## src/design/rldm_pkg.sv

```systemverilog
// Package for the radial lens distortion map: payload types, formats, register indexes.
// No dependencies.
package rldm_pkg;
	localparam int CoordW = 20;
	localparam int DiffW = 21;
	localparam int RadW = 21;
	localparam int SqW = 42;
	localparam int CoefW = 32;
	localparam int MaxOrder = 5;
	localparam int RadiusShift = 11;
	localparam int HornShift = 8 + RadiusShift;
	localparam int RootSteps = RadW;
	localparam int RootPerStage = 3;
	localparam int RootStages = RootSteps / RootPerStage;

	localparam logic [2:0] RegCenterX = 3'd0;
	localparam logic [2:0] RegCenterY = 3'd1;
	localparam logic [2:0] RegCoeff0 = 3'd2;
	localparam logic [2:0] RegCoeff1 = 3'd3;
	localparam logic [2:0] RegCoeff2 = 3'd4;
	localparam logic [2:0] RegCoeff3 = 3'd5;
	localparam logic [2:0] RegCoeff4 = 3'd6;
	localparam logic [2:0] RegCoeff5 = 3'd7;

	typedef struct packed {
		logic signed [CoordW-1:0] in_x;
		logic signed [CoordW-1:0] in_y;
	} in_item_t;

	typedef struct packed {
		logic signed [CoordW-1:0] out_x;
		logic signed [CoordW-1:0] out_y;
		logic clipped;
	} out_item_t;

	typedef struct packed {
		logic signed [CoordW-1:0] center_x;
		logic signed [CoordW-1:0] center_y;
		logic signed [MaxOrder:0][CoefW-1:0] coeff;
	} cfg_t;

	// data carried alongside the root and Horner stages
	typedef struct packed {
		logic signed [CoordW-1:0] x;
		logic signed [CoordW-1:0] y;
		logic signed [DiffW-1:0] dx;
		logic signed [DiffW-1:0] dy;
	} point_t;

	function automatic logic signed [CoefW-1:0] sat32(input logic signed [65:0] v);
		logic signed [65:0] hi;
		logic signed [65:0] lo;
		hi = 66'sd2147483647;
		lo = -66'sd2147483648;
		if (v > hi) return CoefW'(hi);
		if (v < lo) return CoefW'(lo);
		return CoefW'(v);
	endfunction
endpackage

```

## src/design/rldm_apply.sv

```systemverilog
// Scales offset, rounds, adds centre back, saturates; radius 0 keeps the input.
// Depends on rldm_pkg.
module rldm_apply (
	input logic clk,
	input logic arst_n,
	input logic valid,
	input rldm_pkg::point_t pt,
	input logic zero,
	input logic signed [rldm_pkg::CoefW-1:0] scale,
	input rldm_pkg::cfg_t cfg,
	output logic done,
	output rldm_pkg::out_item_t result
);
	import rldm_pkg::*;

	localparam int PW = CoefW + DiffW;

	logic vld_s1;
	logic zero_s1;
	point_t pt_s1;
	logic signed [PW-1:0] px_s1;
	logic signed [PW-1:0] py_s1;
	logic signed [PW:0] sx;
	logic signed [PW:0] sy;
	logic signed [PW:0] cmax;
	logic signed [PW:0] cmin;
	logic signed [PW:0] half;
	logic cx_hi, cx_lo, cy_hi, cy_lo;
	logic vld_q;
	out_item_t res_q;

	always_ff @(posedge clk or negedge arst_n) begin
		if (!arst_n) vld_s1 <= 1'b0;
		else vld_s1 <= valid;
	end
	always_ff @(posedge clk) begin
		zero_s1 <= zero;
		pt_s1 <= pt;
		px_s1 <= scale * pt.dx;
		py_s1 <= scale * pt.dy;
	end

	// round half up from Q.24 to integer
	assign half = (PW+1)'(1) <<< 23;
	assign sx = (PW+1)'(signed'(cfg.center_x))
		+ ((PW+1)'(px_s1) + half >>> 24);
	assign sy = (PW+1)'(signed'(cfg.center_y))
		+ ((PW+1)'(py_s1) + half >>> 24);
	assign cmax = (PW+1)'(524287);
	assign cmin = -(PW+1)'(524288);
	assign cx_hi = sx > cmax;
	assign cx_lo = sx < cmin;
	assign cy_hi = sy > cmax;
	assign cy_lo = sy < cmin;

	always_ff @(posedge clk or negedge arst_n) begin
		if (!arst_n) vld_q <= 1'b0;
		else vld_q <= vld_s1;
	end
	always_ff @(posedge clk) begin
		if (zero_s1) begin
			res_q.out_x <= pt_s1.x;
			res_q.out_y <= pt_s1.y;
			res_q.clipped <= 1'b0;
		end else begin
			res_q.out_x <= cx_hi ? CoordW'(cmax) : cx_lo ? CoordW'(cmin) : CoordW'(sx);
			res_q.out_y <= cy_hi ? CoordW'(cmax) : cy_lo ? CoordW'(cmin) : CoordW'(sy);
			res_q.clipped <= cx_hi | cx_lo | cy_hi | cy_lo;
		end
	end

	assign done = vld_q;
	assign result = res_q;
endmodule

```

## config.mk

```make
export PLATFORM = sky130hd
export DESIGN_NAME = rldm_apply
export DESIGN_NICKNAME = d
export VERILOG_FILES = /design/src/design/rldm_pkg.sv /design/src/design/rldm_apply.sv
export SDC_FILE = /design/constraint.sdc
export NUM_CORES = 2
export LEC_CHECK = 0
export BUFFER_PORTS_ARGS = -buffer_cell sky130_fd_sc_hd__buf_2
export CAP_MARGIN = 20
export CORE_ASPECT_RATIO = 1.1
export CORE_UTILIZATION = 35
export CTS_CLUSTER_DIAMETER = 30
export DETAILED_ROUTE_END_ITERATION = 10
export HOLD_SLACK_MARGIN = 0.05
export PLACE_DENSITY = 0.48
export SYNTH_ARGS = -nofsm -noshare
export SYNTH_HDL_FRONTEND = slang
export SYNTH_SLANG_ARGS = --single-unit
```

## constraint.sdc

```tcl
create_clock -name clk -period 9.7 [get_ports clk]
set_input_delay 1.455 -clock clk [delete_from_list [all_inputs] [get_ports clk]]
set_output_delay 1.455 -clock clk [all_outputs]
set_load 0.02 [all_outputs]
```

==> results.json <==
{
  "outcome": "finished, final reports clean",
  "drive_gt1_frac": 0.0666,
  "crit_slowest_cell": "fa_1",
  "netlist_area_um2": 53600,
  "crit_buf_inv": 8,
  "synth_cell_type_count": 82,
  "multi_input_area_um2": 44000,
  "final_cell_mix": "inv_1 (1508), fa_1 (1336), nand2_1 (834)",
  "core_um2": 152000,
  "grt_usage": 0.191,
  "vias": 38300,
  "ys_async_sr_fraction": 0.0139,
  "ys_ff_latch": 144,
  "path_max_fanout": 19,
  "setup_viol": 0,
  "timing.final.crit_share": 0.879,
  "crit_arrival_ns": 8.92,
  "via_per_inst": 4.76,
  "cts_tree": "done",
  "syn_area_per_cell_um2": 8.96,
  "dr_wl_met2_mm": 70.7,
  "start_kind": "input pin",
  "synth_flop_cell": "dfxtp_1",
  "firstDrtPassIters": 5,
  "antenna_found_initial": 15,
  "cpPeakStageDelay_ns": 0.53,
  "synth_largest_area_cell": "fa_1",
  "r2r_slack_ns": 3.89,
  "avgRoutedWirePerCell_um": 17.3,
  "worstHoldPathType": "reg -> reg",
  "dp.final_hpwl_mm": 117,
  "slew_headroom": 0.341,
  "tightest_slew_ns": 0.980,
  "ys_seq_area_frac": 0.0540,
  "grt_pass1_wl_mm": 230,
  "maxSlewViolCount": 0,
  "ys_warn_count": 0,
  "cts_sinks": 144,
  "num_io_pins": 392,
  "final_common_cell": "inv_1",
  "rows": 150,
  "m1WireLength_mm": 60.6,
  "cts_hold_buf": 0,
  "synthCells": 5985,
  "cts_buffer_depth": 2,
  "ant_nets": 0,
  "clock_skew_ns": 0.0161,
  "drtIter0Drc": 1520,
  "grt_max_degree": 59,
  "cts_resized": 0,
  "post_cts_buffers": 0,
  "top_layer": "met5",
  "synthToLayoutAreaGrowth_pct": 7.48,
  "synth_top_area_share": 0.499,
  "crit_top_cell": "fa_1",
  "insertion_delay_ns": 0.51,
  "drt-total-wl_mm": 139,
  "dieArea_um2": 155000,
  "grt_remaining_overflow": 0,
  "period_minus_slack_ns": 8.53,
  "die_w_um": 375,
  "wl_met3_mm": 5.12,
  "worstPathRequired_ns": 10.09,
  "synth_edf_count": 0,
  "crit_type": "in -> reg",
  "start_util": 0.353,
  "setup.worst_path.end_class": "flop",
  "clkTransAtPathRegs_ns": 0.07,
  "totalNegativeSetupSlack_ns": 0,
  "nNetsFinal": 8055,
  "io_buffers": 199,
  "seqCellArea_um2": 2890,
  "numCtsBuffers": 17,
  "maxCapViolations": 0,
  "synth.top_cells.by_area": "fa_1 (50%), inv_1 (11%), ha_1 (7.5%)",
  "max_freq_mhz": 117,
  "synth_fp_nets": 7991,
  "rsz0062_at_grt": "false",
  "drt_drc_violations_left": 0,
  "cts_root_buffer": "clkbuf_16",
  "cp_top_family": "adder cells",
  "die_height_um": 412,
  "ctsHtreeMaxLevel": 4,
  "grt_pass1_vias": 42300,
  "place_congestion": 0.830,
  "finalHoldViolCount": 0,
  "fillers": 15700
}
metal layers:
| layer | GRT usage | vias to the layer above |
|---|---|---|
| met5 | 0 | - |
| met4 | 0.0436 | 16 |
| met3 | 0.0206 | 124 |
| met2 | 0.339 | 580 |
| met1 | 0.249 | 20000 |
| li1 | - | 17500 |
per-stage QoR:
step	std cells	instance area [um^2]	setup WS [ns]	hold slack, ns	utilization
after floorplan	5985	53600	1.64	0.331	-
after global placement	8006	57000	0.638	0.338	0.375
after detailed placement	8006	57000	0.666	0.346	0.375
after CTS	8038	57600	1.21	0.363	0.379
after global routing	8039	57600	0.645	0.366	0.379
final	8043	57600	1.17	0.359	0.379
worst paths after layout:
check	start	end	cells after the start
max in group asynchronous	arst_n	done$_DFF_PN0_	1
hold / removal	vld_s1$_DFF_PN0_	done$_DFF_PN0_	0
hold reg to reg	vld_s1$_DFF_PN0_	done$_DFF_PN0_	0
min in group asynchronous	arst_n	vld_s1$_DFF_PN0_	1
setup reg to reg	py_s1[29]$_DFF_P_	result[2]$_DFF_P_	18
setup / recovery	pt[6]	py_s1[43]$_DFF_P_	28
state kept, by name, indices dropped and copies added, names as in the netlist:
signal	flops
done	1
pt_s1	40
result	41
py_s1	30
vld_s1	1
zero_s1	1
px_s1	30
cell usage after synthesis, types with 7 or more instances:
cell	count
o211ai_1	16
xor2_1	50
fa_1	1336
nand2_1	834
and2_1	564
a21oi_1	119
o21bai_1	14
inv_1	1508
nor2_1	120
o21ai_1	30
nand2_2	10
nor3_1	23
nand2b_1	38
nor2b_1	31
nor4_1	8
and4_1	7
o21ai_0	64
a211oi_1	17
a31oi_1	10
nand3_1	53
o21a_1	19
xnor2_1	130
a21oi_2	11
nand4_1	31
o31ai_1	8
a21o_1	55
dfxtp_1	142
clkbuf_1	272
or3_1	12
ha_1	320
and3_1	29
worst reg2reg max path, cell delays in order, from the launching register on:
cell and delay, ns:
dfxtp_1 0.39, and3_1 0.21, and3_1 0.23, nand4_1 0.28
nor4_1 0.92, nand2_1 0.15, xnor2_1 0.17, ha_1 0.37
a21oi_1 0.40, o41ai_1 0.16, a211oi_1 0.25, and3_1 0.19
o21ai_1 0.09, o21ai_1 0.22, a21boi_0 0.12, o22ai_1 0.58
inv_1 0.17, a21oi_4 0.61, a21oi_1 0.15
logic make-up (layout without fill, tap and decap cells):
kind of cell | after synthesis | count (layout) | synth area share
buffers and inverters | 1791 | 1868 | 0.126
and+or+nand+nor | 1782 | 1782 | 0.163
xor gates and xnor gates | 181 | 181 | 0.0297
muxes | 3 | 3 | 0.000584
other | 0 | 5 | 0
AOI/OAI and AO/OA | 428 | 428 | 0.0534
DFF | 144 | 144 | 0.0540
adders and majority gates | 1656 | 1656 | 0.574
layout make-up:
cell class	count	area share
Timing Repair Buffer	327	0.0351
Clock buffer	18	0.00762
Antenna cell	5	0.000217
Inverter	1509	0.0983
Sequential cell	144	0.0502
Tap cell	1976	0.0429
Clock inverter	14	0.00250
Multi-Input combinational cell	4050	0.763
Power is left out: the tool's default activity adds up to more than one toggle a clock period on the data nets, which glitch-free logic cannot reach.
