`src/design/rldm_pkg.sv`:
```
// Package for the radial lens distortion map: payload types, formats, register indexes.
// No dependencies.
package rldm_pkg;
	localparam int CoordW = 20;
	localparam int DiffW = 21;
	localparam int RadW = 21;
	localparam int SqW = 42;
	localparam int CoefW = 32;
	localparam int MaxOrder = 5;
	localparam int RadiusShift = 11;
	localparam int HornShift = 8 + RadiusShift;
	localparam int RootSteps = RadW;
	localparam int RootPerStage = 3;
	localparam int RootStages = RootSteps / RootPerStage;

	localparam logic [2:0] RegCenterX = 3'd0;
	localparam logic [2:0] RegCenterY = 3'd1;
	localparam logic [2:0] RegCoeff0 = 3'd2;
	localparam logic [2:0] RegCoeff1 = 3'd3;
	localparam logic [2:0] RegCoeff2 = 3'd4;
	localparam logic [2:0] RegCoeff3 = 3'd5;
	localparam logic [2:0] RegCoeff4 = 3'd6;
	localparam logic [2:0] RegCoeff5 = 3'd7;

	typedef struct packed {
		logic signed [CoordW-1:0] in_x;
		logic signed [CoordW-1:0] in_y;
	} in_item_t;

	typedef struct packed {
		logic signed [CoordW-1:0] out_x;
		logic signed [CoordW-1:0] out_y;
		logic clipped;
	} out_item_t;

	typedef struct packed {
		logic signed [CoordW-1:0] center_x;
		logic signed [CoordW-1:0] center_y;
		logic signed [MaxOrder:0][CoefW-1:0] coeff;
	} cfg_t;

	// data carried alongside the root and Horner stages
	typedef struct packed {
		logic signed [CoordW-1:0] x;
		logic signed [CoordW-1:0] y;
		logic signed [DiffW-1:0] dx;
		logic signed [DiffW-1:0] dy;
	} point_t;

	function automatic logic signed [CoefW-1:0] sat32(input logic signed [65:0] v);
		logic signed [65:0] hi;
		logic signed [65:0] lo;
		hi = 66'sd2147483647;
		lo = -66'sd2147483648;
		if (v > hi) return CoefW'(hi);
		if (v < lo) return CoefW'(lo);
		return CoefW'(v);
	endfunction
endpackage

```
`src/design/rldm_root.sv`:
```
// Pipelined integer square root of dx^2+dy^2, three result bits per stage.
// Depends on rldm_pkg.
module rldm_root (
	input logic clk,
	input logic arst_n,
	input logic valid,
	input rldm_pkg::point_t pt,
	output logic valid_out,
	output rldm_pkg::point_t pt_out,
	output logic [rldm_pkg::RadW-1:0] radius
);
	import rldm_pkg::*;

	logic [RootStages:0] vld_s1;
	point_t pt_s1 [RootStages+1];
	logic [SqW+1:0] rem_s1 [RootStages+1];
	logic [RadW-1:0] res_s1 [RootStages+1];
	logic signed [2*DiffW-1:0] sqx;
	logic signed [2*DiffW-1:0] sqy;

	assign sqx = pt.dx * pt.dx;
	assign sqy = pt.dy * pt.dy;

	always_ff @(posedge clk or negedge arst_n) begin
		if (!arst_n) vld_s1[0] <= 1'b0;
		else vld_s1[0] <= valid;
	end
	always_ff @(posedge clk) begin
		pt_s1[0] <= pt;
		rem_s1[0] <= (SqW+2)'(unsigned'(sqx)) + (SqW+2)'(unsigned'(sqy));
		res_s1[0] <= '0;
	end

	// digit-by-digit root: each step decides one result bit from the top
	for (genvar s = 0; s < RootStages; s++) begin : g_st
		logic [SqW+1:0] rem_n;
		logic [RadW-1:0] res_n;
		always_comb begin
			logic [SqW+1:0] trial;
			int b;
			rem_n = rem_s1[s];
			res_n = res_s1[s];
			for (int k = 0; k < RootPerStage; k++) begin
				b = RootSteps - 1 - (s * RootPerStage + k);
				trial = ((SqW+2)'(res_n) << (b + 1)) | ((SqW+2)'(1) << (2 * b));
				if (rem_n >= trial) begin
					rem_n = rem_n - trial;
					res_n = res_n | (RadW'(1) << b);
				end
			end
		end
		always_ff @(posedge clk or negedge arst_n) begin
			if (!arst_n) vld_s1[s+1] <= 1'b0;
			else vld_s1[s+1] <= vld_s1[s];
		end
		always_ff @(posedge clk) begin
			pt_s1[s+1] <= pt_s1[s];
			rem_s1[s+1] <= rem_n;
			res_s1[s+1] <= res_n;
		end
	end

	assign valid_out = vld_s1[RootStages];
	assign pt_out = pt_s1[RootStages];
	assign radius = res_s1[RootStages];
endmodule

```
`config.mk`:
```
export PLATFORM = sky130hd
export DESIGN_NAME = rldm_root
export DESIGN_NICKNAME = d
export VERILOG_FILES = /design/src/design/rldm_pkg.sv /design/src/design/rldm_root.sv
export SDC_FILE = /design/constraint.sdc
export NUM_CORES = 2
export LEC_CHECK = 0
export BUFFER_PORTS_ARGS = -buffer_cell sky130_fd_sc_hd__buf_2
export CAP_MARGIN = 30
export CORE_ASPECT_RATIO = 0.9
export CORE_UTILIZATION = 62
export CTS_CLUSTER_SIZE = 16
export DETAILED_ROUTE_END_ITERATION = 16
export PLACE_DENSITY = 0.79
export SLEW_MARGIN = 20
export SYNTH_ARGS = -nofsm -noshare
export SYNTH_HDL_FRONTEND = slang
export SYNTH_SLANG_ARGS = --single-unit
export TNS_END_PERCENT = 1
```
`constraint.sdc`:
```
create_clock -name clk -period 23.7 [get_ports clk]
set_input_delay 4.74 -clock clk [delete_from_list [all_inputs] [get_ports clk]]
set_output_delay 4.74 -clock clk [all_outputs]
set_load 0.01 [all_outputs]
```
==> flow_summary.json <==
{
  "r2r_setup_slack_ps": 12070,
  "ioPinCount": 189,
  "dieHeight_um": 327,
  "synth_cells": 7614,
  "synth_xor_area_share_pct": 5.64,
  "ys_warn_count": 0,
  "top_usage_layer": "met2",
  "hold_viol": 0,
  "crit_arrival_ps": 14230,
  "synth_edf_count": 0,
  "cp_top_family": "adder cells",
  "yosys.area_share.simple_pct": 13.4,
  "path_class": "primary input to flip-flop",
  "io_buffers": 188,
  "setup_viol": 0,
  "cp.required_ps": 24290,
  "endpoint_kind": "flip-flop",
  "clk_pin_slew_worst_paths_ps": 60,
  "worst_pin_slew_ps": 999,
  "std_cell_rows": 118,
  "clock_latency_ps": 720,
  "instances_no_fill": 9306,
  "drv_slew": 0,
  "r2r_end": "rem_s1[2][81]",
  "worstReg2RegStart": "res_s1[4][9]",
  "drtAntennaViolNets": 0,
  "dp_hpwl_mm": 127,
  "fmax_mhz": 73.3,
  "vias": 51520,
  "min_to": "pt_s1[1][170]",
  "reg2regPathDepth": 32,
  "slowest_stage": "a2111oi_0",
  "nNetsFinal": 9148,
  "cpPeakStageDelay_ps": 700,
  "muxShareOfSynthArea_pct": 0.817,
  "drt_wl_total_mm": 161,
  "worst-path-buf-inv": 8,
  "grt_pass1_vias": 52869,
  "cts_sinks": 1055,
  "worstPathMaxFanout": 24,
  "hold_ws_ps": 294,
  "cts_buffers": 96,
  "grt_pass1_wl_mm": 264,
  "die_x_um": 363,
  "hold_class": "flip-flop to flip-flop",
  "grt_max_degree": 36,
  "synthFlopType": "dfxtp_1",
  "cts_hold_buf": 0,
  "cp-start-kind": "primary input",
  "wl_per_cell_um": 17.3,
  "grt_usage_pct": 27.6,
  "yosysSeqAreaShare_pct": 29.1,
  "synth_top_family_by_area": "adder cells",
  "rsz0062_at_grt": "false",
  "synth_adder_area_share_pct": 32.7,
  "synth_compound_area_share_pct": 9.59,
  "via_per_inst": 5.54,
  "gp_congestion": 0.925,
  "synthDistinctLibCells": 106,
  "fillers": 8953,
  "grt_util_met3_pct": 4.00,
  "placed_cells": 9130,
  "maxCapViolations": 0,
  "maxSlewHeadroom_pct": 32.5,
  "core_area_um2": 116000,
  "syn_area_um2": 72800,
  "use_met1_pct": 35.8,
  "overflow": 0,
  "drtIter0Drc": 3592,
  "status": "complete, no violations",
  "syn_nets": 9092,
  "start_util_pct": 62.9,
  "holdCritStartpoint": "pt_s1[1][88]",
  "antennaDiodeCount": 0,
  "synth-async-reset-ratio_pct": 0.758,
  "dr.pass1.iters": 6,
  "use_met2_pct": 47.2,
  "ys_ff_latch": 1055,
  "cts_buffer_depth": 3,
  "syn_avg_cell_area_um2": 9.56,
  "fp.dieArea_um2": 119000,
  "cts_resized": 0,
  "fin_tns_setup_ps": 0,
  "area_delta_synth_final_pct": 7.06,
  "layout-drive-gt1-share_pct": 6.08,
  "drcViolationCount": 0,
  "cts_htree_levels": 3,
  "holdPathStages": 0,
  "skew_ps": 47.9,
  "antenna_found_initial": 1,
  "period_share_pct": 57.6,
  "cts_tree": "built",
  "layout_min_cycle_time_ps": 13640,
  "postCtsSetupBuffers": 0,
  "clockRootBuffer": "clkbuf_16"
}
sequential cells by signal, indices dropped and copies added (netlist names):
signal and cells:
pt_s1 656, rem_s1 307, res_s1 84, valid_out 1, vld_s1 7
worst register-to-register path, delay by kind of cell (launching register included):
| family | cells | cell delay (ps) |
|---|---|---|
| xor+xnor | 1 | 150 |
| buf+inv | 3 | 1080 |
| flops | 1 | 330 |
| simple gates | 8 | 3670 |
| fa+ha+maj | 3 | 1190 |
| compound gates | 17 | 5160 |
logic make-up (layout without fill, tap and decap cells):
family / after synthesis / after routing
AOI/OAI and AO/OA: 1090 / 1090
and+or+nand+nor: 1936 / 1936
adders and majority gates: 1393 / 1393
muxes: 51 / 51
xor gates and xnor gates: 468 / 468
DFF: 1055 / 1055
buffers and inverters: 1621 / 1753
cell usage in the layout (no fill, tap or decap), types with 25 or more instances in the layout:
cell / instances
nor2b_1: 64
dfxtp_1: 1047
xor2_1: 139
nor4_1: 72
nand2b_1: 72
a211oi_1: 40
o21ai_0: 227
or3_1: 59
nor3_1: 136
and2_1: 185
o211ai_1: 30
nand3_1: 114
buf_2: 189
ha_1: 547
inv_1: 1371
and3_1: 44
or4_1: 25
a21oi_1: 342
o21a_1: 60
xnor2_1: 328
nor2_1: 422
o31ai_1: 32
mux2_2: 27
fa_1: 846
clkbuf_16: 96
nand2_1: 541
o21bai_1: 38
nand4_1: 64
a21o_1: 108
Yosys cell counts, drive strengths merged (139+ instances only):
library cell / count / area share [%]
nor3: 140 / 1.0
fa: 846 / 23
inv: 1375 / 7.1
ha: 547 / 9.4
nor2: 422 / 2.2
nand2: 543 / 2.8
a21oi: 350 / 2.4
xor2: 139 / 1.7
xnor2: 329 / 4.0
o21ai: 237 / 1.6
and2: 185 / 1.6
dfxtp: 1047 / 29
how the worst max path moves through the flow:
| stage | cells after the start | to | slack [ps] | startpoint |
|---|---|---|---|---|
| finish | 34 | rem_s1[0][42] | 10060 | pt[9] |
| global route | 35 | rem_s1[0][42] | 9400 | pt[3] |
| CTS | 34 | rem_s1[0][42] | 10140 | pt[3] |
| detailed placement | 34 | rem_s1[0][42] | 9430 | pt[3] |
| global placement | 34 | rem_s1[0][42] | 9490 | pt[3] |
| floorplan | 37 | rem_s1[0][42] | 10500 | pt[5] |
stage by stage:
step	setup WS [ps]	util (%)	instance area, µm²
after floorplan	10500	-	72800
after global placement	9490	64.4	74500
after detailed placement	9430	64.4	74500
after CTS	10140	67.3	77900
after global routing	9400	67.3	77900
final	10060	67.3	77900
layer usage:
metal | wire length (µm) | vias to the layer above
met5 | 0 | -
met4 | 5030 | 0
met3 | 8980 | 353
met2 | 79500 | 1448
met1 | 67200 | 25177
li1 | - | 24542
layout make-up:
cell class / count / area, µm² / share of cell area (%)
Tap cell: 1560 / 1950 / 2.51
Sequential cell: 1055 / 21200 / 27.2
Clock inverter: 50 / 742 / 0.952
Timing Repair Buffer: 202 / 1070 / 1.38
Clock buffer: 124 / 2630 / 3.37
Multi-Input combinational cell: 4938 / 45200 / 58.0
Inverter: 1377 / 5170 / 6.64
Power is not shown: default switching activity piles up to over one toggle a cycle in this logic, so the estimate is an artifact.
